`config.mk`:
```
export PLATFORM = sky130hd
export DESIGN_NAME = polyphase_decimating_fir
export DESIGN_NICKNAME = d
export VERILOG_FILES = /design/src/pdf_pkg.sv /design/src/polyphase_decimating_fir.sv /design/src/pdf_ctrl.sv /design/src/pdf_datapath.sv
export SDC_FILE = /design/constraint.sdc
export NUM_CORES = 2
export LEC_CHECK = 0
export ABC_AREA = 1
export BUFFER_PORTS_ARGS = -buffer_cell sky130_fd_sc_hd__buf_2
export CAP_MARGIN = 15
export CORE_MARGIN = 2
export CORE_UTILIZATION = 45
export CTS_BUF_LIST = sky130_fd_sc_hd__clkbuf_4
export CTS_CLUSTER_DIAMETER = 150
export DETAILED_ROUTE_END_ITERATION = 7
export PLACE_DENSITY = 0.61
export REMOVE_ABC_BUFFERS = 1
export SETUP_SLACK_MARGIN = 0.02
export SYNTH_ARGS = -nofsm -noshare
export SYNTH_HDL_FRONTEND = slang
export SYNTH_SLANG_ARGS = --single-unit
```
`constraint.sdc`:
```
create_clock -name clk -period 43.5 [get_ports clk]
set_clock_uncertainty 0.1 [all_clocks]
set_input_delay 4.35 -clock clk [delete_from_list [all_inputs] [get_ports clk]]
set_output_delay 4.35 -clock clk [all_outputs]
set_load 0.02 [all_outputs]
```
`src/pdf_pkg.sv`:
```
// Shared types, constants and coefficient tables of the polyphase decimating FIR.
package pdf_pkg;

  localparam int BRANCH_TAPS = 21;
  localparam int DECIMATION  = 2;
  localparam int SAMPLE_W    = 16;
  localparam int PROD_W      = 32;
  localparam int SUM_W       = 32;
  localparam int TAP_IDX_W   = $clog2(BRANCH_TAPS);
  localparam int PROD_SHIFT  = 8;
  localparam int OUT_LSB     = 7;

  localparam logic [TAP_IDX_W-1:0] LAST_TAP = TAP_IDX_W'(BRANCH_TAPS - 1);
  localparam logic                 PHASE_ONE = 1'(DECIMATION - 1);

  typedef logic [TAP_IDX_W-1:0] tap_idx_t;

  typedef enum logic [1:0] {
    ST_IDLE,
    ST_MAC,
    ST_DRAIN
  } pdf_state_t;

  typedef struct packed {
    logic     shift;
    logic     phase;
    logic     mul_en;
    logic     acc_en;
    logic     emit;
    tap_idx_t idx;
  } pdf_cmd_t;

  function automatic logic signed [SAMPLE_W-1:0] coef_first(input tap_idx_t idx);
    logic signed [SAMPLE_W-1:0] c;
    case (idx)
      5'd0:    c = -16'sd353;
      5'd1:    c = 16'sd204;
      5'd2:    c = 16'sd20;
      5'd3:    c = -16'sd312;
      5'd4:    c = 16'sd639;
      5'd5:    c = -16'sd570;
      5'd6:    c = 16'sd15;
      5'd7:    c = 16'sd1149;
      5'd8:    c = -16'sd2501;
      5'd9:    c = 16'sd3669;
      5'd10:   c = 16'sd12302;
      5'd11:   c = 16'sd3669;
      5'd12:   c = -16'sd2501;
      5'd13:   c = 16'sd1149;
      5'd14:   c = 16'sd15;
      5'd15:   c = -16'sd570;
      5'd16:   c = 16'sd639;
      5'd17:   c = -16'sd312;
      5'd18:   c = 16'sd20;
      5'd19:   c = 16'sd204;
      5'd20:   c = -16'sd353;
      default: c = 16'sd0;
    endcase
    return c;
  endfunction

  function automatic logic signed [SAMPLE_W-1:0] coef_second(input tap_idx_t idx);
    logic signed [SAMPLE_W-1:0] c;
    case (idx)
      5'd0:    c = -16'sd61;
      5'd1:    c = 16'sd299;
      5'd2:    c = -16'sd355;
      5'd3:    c = 16'sd224;
      5'd4:    c = 16'sd291;
      5'd5:    c = -16'sd874;
      5'd6:    c = 16'sd1248;
      5'd7:    c = -16'sd740;
      5'd8:    c = -16'sd1290;
      5'd9:    c = 16'sd9629;
      5'd10:   c = 16'sd9629;
      5'd11:   c = -16'sd1290;
      5'd12:   c = -16'sd740;
      5'd13:   c = 16'sd1248;
      5'd14:   c = -16'sd874;
      5'd15:   c = 16'sd291;
      5'd16:   c = 16'sd224;
      5'd17:   c = -16'sd355;
      5'd18:   c = 16'sd299;
      5'd19:   c = -16'sd61;
      default: c = 16'sd0;
    endcase
    return c;
  endfunction

endpackage

```
`src/polyphase_decimating_fir.sv`:
```
// Top level of the polyphase decimate-by-two low-pass FIR.
//
// Samples arrive on the slave stream (s_tdata holds a signed Q1.15 sample, s_tlast
// an end marker) and filtered samples leave on the master stream at half the rate.
// Input samples alternate between two 21-tap branches; every second request
// produces one output whose tlast is the tlast of that second request.
// A request passes through the accept step, the tap sequence on the single shared
// multiplier (one tap per cycle), and a final step for the last add and output write.
// The next request is taken as soon as the controller returns to idle and not before,
// so the block takes no new request while it is busy with the last one; m_tvalid is
// set by the output write in the final step of the second request of a pair.
// The output register holds a finished result while the next pair is processed.
// If the receiver still holds off m_tready when the following result is ready,
// the block waits in its last step and takes no new request until it is free.
// Reset clears both delay lines, the phase and the running sum; no output is
// pending after reset.
module polyphase_decimating_fir
  import pdf_pkg::*;
(
  input  logic                clk,
  input  logic                rst,
  input  logic                s_tvalid,
  output logic                s_tready,
  input  logic [SAMPLE_W-1:0] s_tdata,   // [15:0] sample_in
  input  logic                s_tlast,
  output logic                m_tvalid,
  input  logic                m_tready,
  output logic [SAMPLE_W-1:0] m_tdata,   // [15:0] sample_out
  output logic                m_tlast
);

  pdf_cmd_t                   cmd;
  logic                       out_busy;
  logic signed [SAMPLE_W-1:0] sample_out;

  pdf_ctrl u_ctrl (
    .clk      (clk),
    .rst      (rst),
    .in_valid (s_tvalid),
    .in_ready (s_tready),
    .out_busy (out_busy),
    .cmd      (cmd)
  );

  pdf_datapath u_datapath (
    .clk        (clk),
    .rst        (rst),
    .cmd        (cmd),
    .sample_in  (s_tdata),
    .last_in    (s_tlast),
    .out_busy   (out_busy),
    .out_valid  (m_tvalid),
    .out_ready  (m_tready),
    .sample_out (sample_out),
    .last_out   (m_tlast)
  );

  assign m_tdata = sample_out;

endmodule

```
`src/pdf_ctrl.sv`:
```
// Controller state machine that sequences the shift, multiply-accumulate and output steps.
module pdf_ctrl
  import pdf_pkg::*;
(
  input  logic     clk,
  input  logic     rst,
  input  logic     in_valid,
  output logic     in_ready,
  input  logic     out_busy,
  output pdf_cmd_t cmd
);

  pdf_state_t state, state_next;
  tap_idx_t   idx, idx_next;
  logic       phase, phase_next;

  always_ff @(posedge clk) begin
    if (rst) begin
      state <= ST_IDLE;
      idx   <= '0;
      phase <= 1'b0;
    end else begin
      state <= state_next;
      idx   <= idx_next;
      phase <= phase_next;
    end
  end

  always_comb begin
    state_next = state;
    idx_next   = idx;
    phase_next = phase;
    case (state)
      ST_IDLE: begin
        if (in_valid) begin
          state_next = ST_MAC;
          idx_next   = '0;
        end
      end
      ST_MAC: begin
        idx_next = idx + tap_idx_t'(1);
        if (idx == LAST_TAP) begin
          state_next = ST_DRAIN;
        end
      end
      ST_DRAIN: begin
        if (phase == PHASE_ONE) begin
          if (!out_busy) begin
            state_next = ST_IDLE;
            phase_next = 1'b0;
          end
        end else begin
          state_next = ST_IDLE;
          phase_next = 1'b1;
        end
      end
      default: state_next = ST_IDLE;
    endcase
  end

  always_comb begin
    in_ready   = 1'b0;
    cmd.shift  = 1'b0;
    cmd.phase  = phase;
    cmd.mul_en = 1'b0;
    cmd.acc_en = 1'b0;
    cmd.emit   = 1'b0;
    cmd.idx    = idx;
    case (state)
      ST_IDLE: begin
        in_ready  = 1'b1;
        cmd.shift = in_valid;
      end
      ST_MAC: begin
        cmd.mul_en = 1'b1;
        cmd.acc_en = (idx != '0);
      end
      ST_DRAIN: begin
        if (phase == PHASE_ONE) begin
          cmd.acc_en = !out_busy;
          cmd.emit   = !out_busy;
        end else begin
          cmd.acc_en = 1'b1;
        end
      end
      default: ;
    endcase
  end

  a_idx_range: assert property (@(posedge clk) disable iff (rst)
    (state == ST_MAC) |-> (idx <= LAST_TAP))
    else $error("tap index out of range");

  a_emit_phase: assert property (@(posedge clk) disable iff (rst)
    cmd.emit |-> (phase == PHASE_ONE))
    else $error("output written on the wrong phase");

  a_accept_starts: assert property (@(posedge clk) disable iff (rst)
    (in_valid && in_ready) |=> (state == ST_MAC && idx == '0))
    else $error("accepted request did not start the tap sequence");

endmodule

```
`src/pdf_datapath.sv`:
```
// Delay lines, shared multiplier, accumulator and output register of the decimating FIR.
module pdf_datapath
  import pdf_pkg::*;
(
  input  logic                       clk,
  input  logic                       rst,
  input  pdf_cmd_t                   cmd,
  input  logic signed [SAMPLE_W-1:0] sample_in,
  input  logic                       last_in,
  output logic                       out_busy,
  output logic                       out_valid,
  input  logic                       out_ready,
  output logic signed [SAMPLE_W-1:0] sample_out,
  output logic                       last_out
);

  logic signed [SAMPLE_W-1:0] branch_one_line [BRANCH_TAPS];
  logic signed [SAMPLE_W-1:0] branch_two_line [BRANCH_TAPS];
  logic signed [PROD_W-1:0]   prod;
  logic        [SUM_W-1:0]    running_sum;
  logic                       last_hold;
  logic signed [SAMPLE_W-1:0] tap_sample;
  logic signed [SAMPLE_W-1:0] tap_coef;
  logic        [SUM_W-1:0]    prod_ext;
  logic        [SUM_W-1:0]    sum_next;

  assign tap_sample = (cmd.phase == PHASE_ONE) ? branch_one_line[cmd.idx]
                                                : branch_two_line[cmd.idx];
  assign tap_coef   = (cmd.phase == PHASE_ONE) ? coef_first(cmd.idx) : coef_second(cmd.idx);
  assign prod_ext   = SUM_W'(prod >>> PROD_SHIFT);
  assign sum_next   = running_sum + prod_ext;
  assign out_busy   = out_valid && !out_ready;

  always_ff @(posedge clk) begin
    if (rst) begin
      for (int i = 0; i < BRANCH_TAPS; i++) begin
        branch_one_line[i] <= '0;
        branch_two_line[i] <= '0;
      end
    end else if (cmd.shift) begin
      if (cmd.phase == PHASE_ONE) begin
        for (int i = BRANCH_TAPS - 1; i > 0; i--) begin
          branch_one_line[i] <= branch_one_line[i-1];
        end
        branch_one_line[0] <= sample_in;
      end else begin
        for (int i = BRANCH_TAPS - 1; i > 0; i--) begin
          branch_two_line[i] <= branch_two_line[i-1];
        end
        branch_two_line[0] <= sample_in;
      end
    end
  end

  always_ff @(posedge clk) begin
    if (cmd.shift) begin
      last_hold <= last_in;
    end
    if (cmd.mul_en) begin
      prod <= tap_sample * tap_coef;
    end
  end

  always_ff @(posedge clk) begin
    if (rst) begin
      running_sum <= '0;
    end else if (cmd.emit) begin
      running_sum <= '0;
    end else if (cmd.acc_en) begin
      running_sum <= sum_next;
    end
  end

  always_ff @(posedge clk) begin
    if (rst) begin
      out_valid <= 1'b0;
    end else if (cmd.emit) begin
      out_valid <= 1'b1;
    end else if (out_ready) begin
      out_valid <= 1'b0;
    end
  end

  always_ff @(posedge clk) begin
    if (cmd.emit) begin
      sample_out <= sum_next[OUT_LSB +: SAMPLE_W];
      last_out   <= last_hold;
    end
  end

  a_emit_clears: assert property (@(posedge clk) disable iff (rst)
    cmd.emit |=> (running_sum == '0 && out_valid))
    else $error("sum not cleared or output not loaded after emit");

  a_no_overwrite: assert property (@(posedge clk) disable iff (rst)
    cmd.emit |-> !out_busy)
    else $error("output register overwritten while held");

  a_no_shift_during_mac: assert property (@(posedge clk) disable iff (rst)
    cmd.mul_en |-> !cmd.shift)
    else $error("delay line shifted during the tap sequence");

endmodule

```
==> impl_results.md <==
- Crit path time final: 9.46 ns
- Height of the die: between 300 and 400 um
- Most frequent cells after synthesis: inv_1, nor2_1, edfxtp_1
- HP Class: reg -> reg
- Detailed Place HPWL: 64,600 um
- Post-synthesis sequential area ratio: 49.2%
- Largest net degree at the start of global routing: 198
- CP max FO: 118
- CTS tree: yes
- Finished Cell Area: 0.0499 mm2
- Final non-filler cell total: 6,625
- Skew-Pair Late Insertion Delay: 1.09 ns
- Initial antenna violation count: 1
- GR Overflow Total: 0
- Final core occ: 49.1%
- Most used DFF post-synth: edfxtp_1
- TritonCTS buffer count: 206
- WP data arrival: approximately 10 ns
- DRT Wirelength: around 100,000 um
- Row count: 117
- Post-cts resize count: 0
- EDFF count, synth: ~710
- Post-synth cell types: 51
- Vias in the first global route: ~33,000
- Num ports: 40
- Slew @ Worst Pin: 1.14 ns
- GRT Total Usage: 20.6%
- First-pass GRT wire length: ~170,000 um
- Placed cell area: 0.0473 mm2
- IO Port Bufs: 39
- Final setup fails: 0
- Final Hold Vio Count: 0
- Post-CTS Setup Bufs: 0
- Routed wire per std cell: 15.8 um
- Top cell type's share of synthesized area: 46.5%
- CTS Sinks: 776
- CP Data Required Time: 44.20 ns
- Async SR Flop Fraction: 0%
- Cts hold-fix bufs: 0
- Gpl congestion: 0.915
- Syn Inst Count: 5,065
- Starting Density: 45.3%
- Tcrit/Tclk final: 21.8%
- Proportion of layout cells with a drive suffix above 1: 9.00%
- Setup crit end kind: flop
- Vias per cell: just over 5
- DR vias: 33,300
- Cell taking the most area after synthesis: edfxtp_1
- CTS max path bufs: 3
- Fin nets: roughly 5,500
- Critical path class: reg -> reg
- Status: finished, final reports clean
- Number of synthesized register bits: 776
- Antenna viol nets, final: 0
- Core Area: 0.102 mm2
- Register clock-pin slew on the reported worst setup and hold paths: about 0.060 ns
- F_max: 106 MHz
- Root Buffer: clkbuf_4
- Most frequent cell after synthesis: inv_1
- Synth top area cells: edfxtp_1, fa_1, inv_1
- Post-Syn Area: between 0.04 and 0.05 mm2
- Drt pass-1 iters: 5
- Die area: 0.105 mm2
- DRC: 0
- Die Width: 324 um
- Synth Warn #: 0
- Cell Count Post-Placement: 6,269
- Fin Setup TNS: 0 ns
- Max-capacitance violation count: 0
- RSZ-0062 raised after global routing: false
- Max transition margin: 24.3%
- Largest stage delay on the critical path: 0.73 ns
- Critical path's slowest cell: buf_4
- Slew Viols, Final: 0
- Initial drt markers: 2,380
- CTS H-tree lvls: 4
- Average size of a mapped cell: 9.09 um2
- Critical Path Start Type: flop
- Layout area overhead: 8.32%
## cell families after synthesis
family,after synthesis,share of synthesized area [%]
adder cells (fa/ha/maj),367,14.1
XOR/XNOR,51,0.970
buffers and inverters,1327,11.2
AO/OA/AOI/OAI,837,9.50
flip-flops,776,49.2
AND/OR/NAND/NOR,1707,15.0
## final cells by class
type | instances | area, um2
diodes | 2 | 5.00
clock buffers | 312 | 2340
clock inverters | 42 | 240
fillers | 9762 | 51700
inverters | 1075 | 4050
multi-input cells | 2962 | 18300
flip-flops and latches | 776 | 22700
well taps | 1368 | 1710
repair buffers | 88 | 576
## sequential cells by signal, summed over array words and instances (netlist names), named ones only
| name | flops |
|---|---|
| u_datapath.running_sum | 23 |
| u_datapath.last_hold | 1 |
| u_datapath.branch_one_line | 336 |
| u_datapath.sample_out | 16 |
| u_datapath.prod | 23 |
| u_ctrl.idx | 5 |
| u_ctrl.state | 2 |
| u_datapath.branch_two_line | 336 |
| u_datapath.last_out | 1 |
| u_ctrl.phase | 1 |
| u_datapath.out_valid | 1 |
## metrics by stage
stage	setup slack, ns	hold slack, ns
floorplan	14.05	0.300
global placement	33.91	0.311
detailed placement	33.81	0.326
CTS	34.09	0.336
global route	33.35	0.336
finish	34.04	0.322
## layout by cell type, fill, tap and decap left out, types with 16 or more instances in the layout
cell type / Yosys / final
o211ai_1: 34 / 34
fa_1: 256 / 256
nor3_1: 16 / 16
edfxtp_1: 713 / 713
inv_2: 16 / 21
ha_1: 111 / 111
xor2_1: 36 / 36
nand3_1: 282 / 280
o21ai_0: 375 / 371
clkinv_1: 4 / 31
nand2_1: 440 / 440
nor2_1: 928 / 928
buf_4: 11 / 48
buf_2: 69 / 39
clkbuf_4: 0 / 312
a21oi_1: 367 / 367
dfxtp_1: 63 / 59
o21ai_1: 24 / 26
inv_1: 1055 / 1052
## layer usage
layer  share of wire, %  wire, um  track usage, %
met4                2.2      2290            6.73
met2                 46     48200            33.3
met5                  0         0               0
met1                 46     48200            28.0
met3                5.6      5910            3.80
## critical path: cells and delay by family, from the launching register on
family	cells	cell delay [ns]
adder cells (fa/ha/maj)	7	3.44
AND/OR/NAND/NOR	12	1.77
flip-flops	1	0.60
AO/OA/AOI/OAI	4	0.61
buffers and inverters	7	2.48
## path summary, 6_finish.rpt
check / startpoint / end / slack, ns / cells after the start
worst min register to register: u_datapath.last_hold$_DFFE_PP_ / u_datapath.last_out$_DFFE_PP_ / 0.32 / 0
worst max register to register: flop / u_datapath.prod[28]$_DFFE_PP_ / 34.04 / 30
worst min-delay path: u_datapath.last_hold$_DFFE_PP_ / u_datapath.last_out$_DFFE_PP_ / 0.32 / 0
worst max-delay path: flop / u_datapath.prod[28]$_DFFE_PP_ / 34.04 / 30
Power is left out: the tool's default activity adds up to more than one toggle a clock period on the data nets, which glitch-free logic cannot reach.
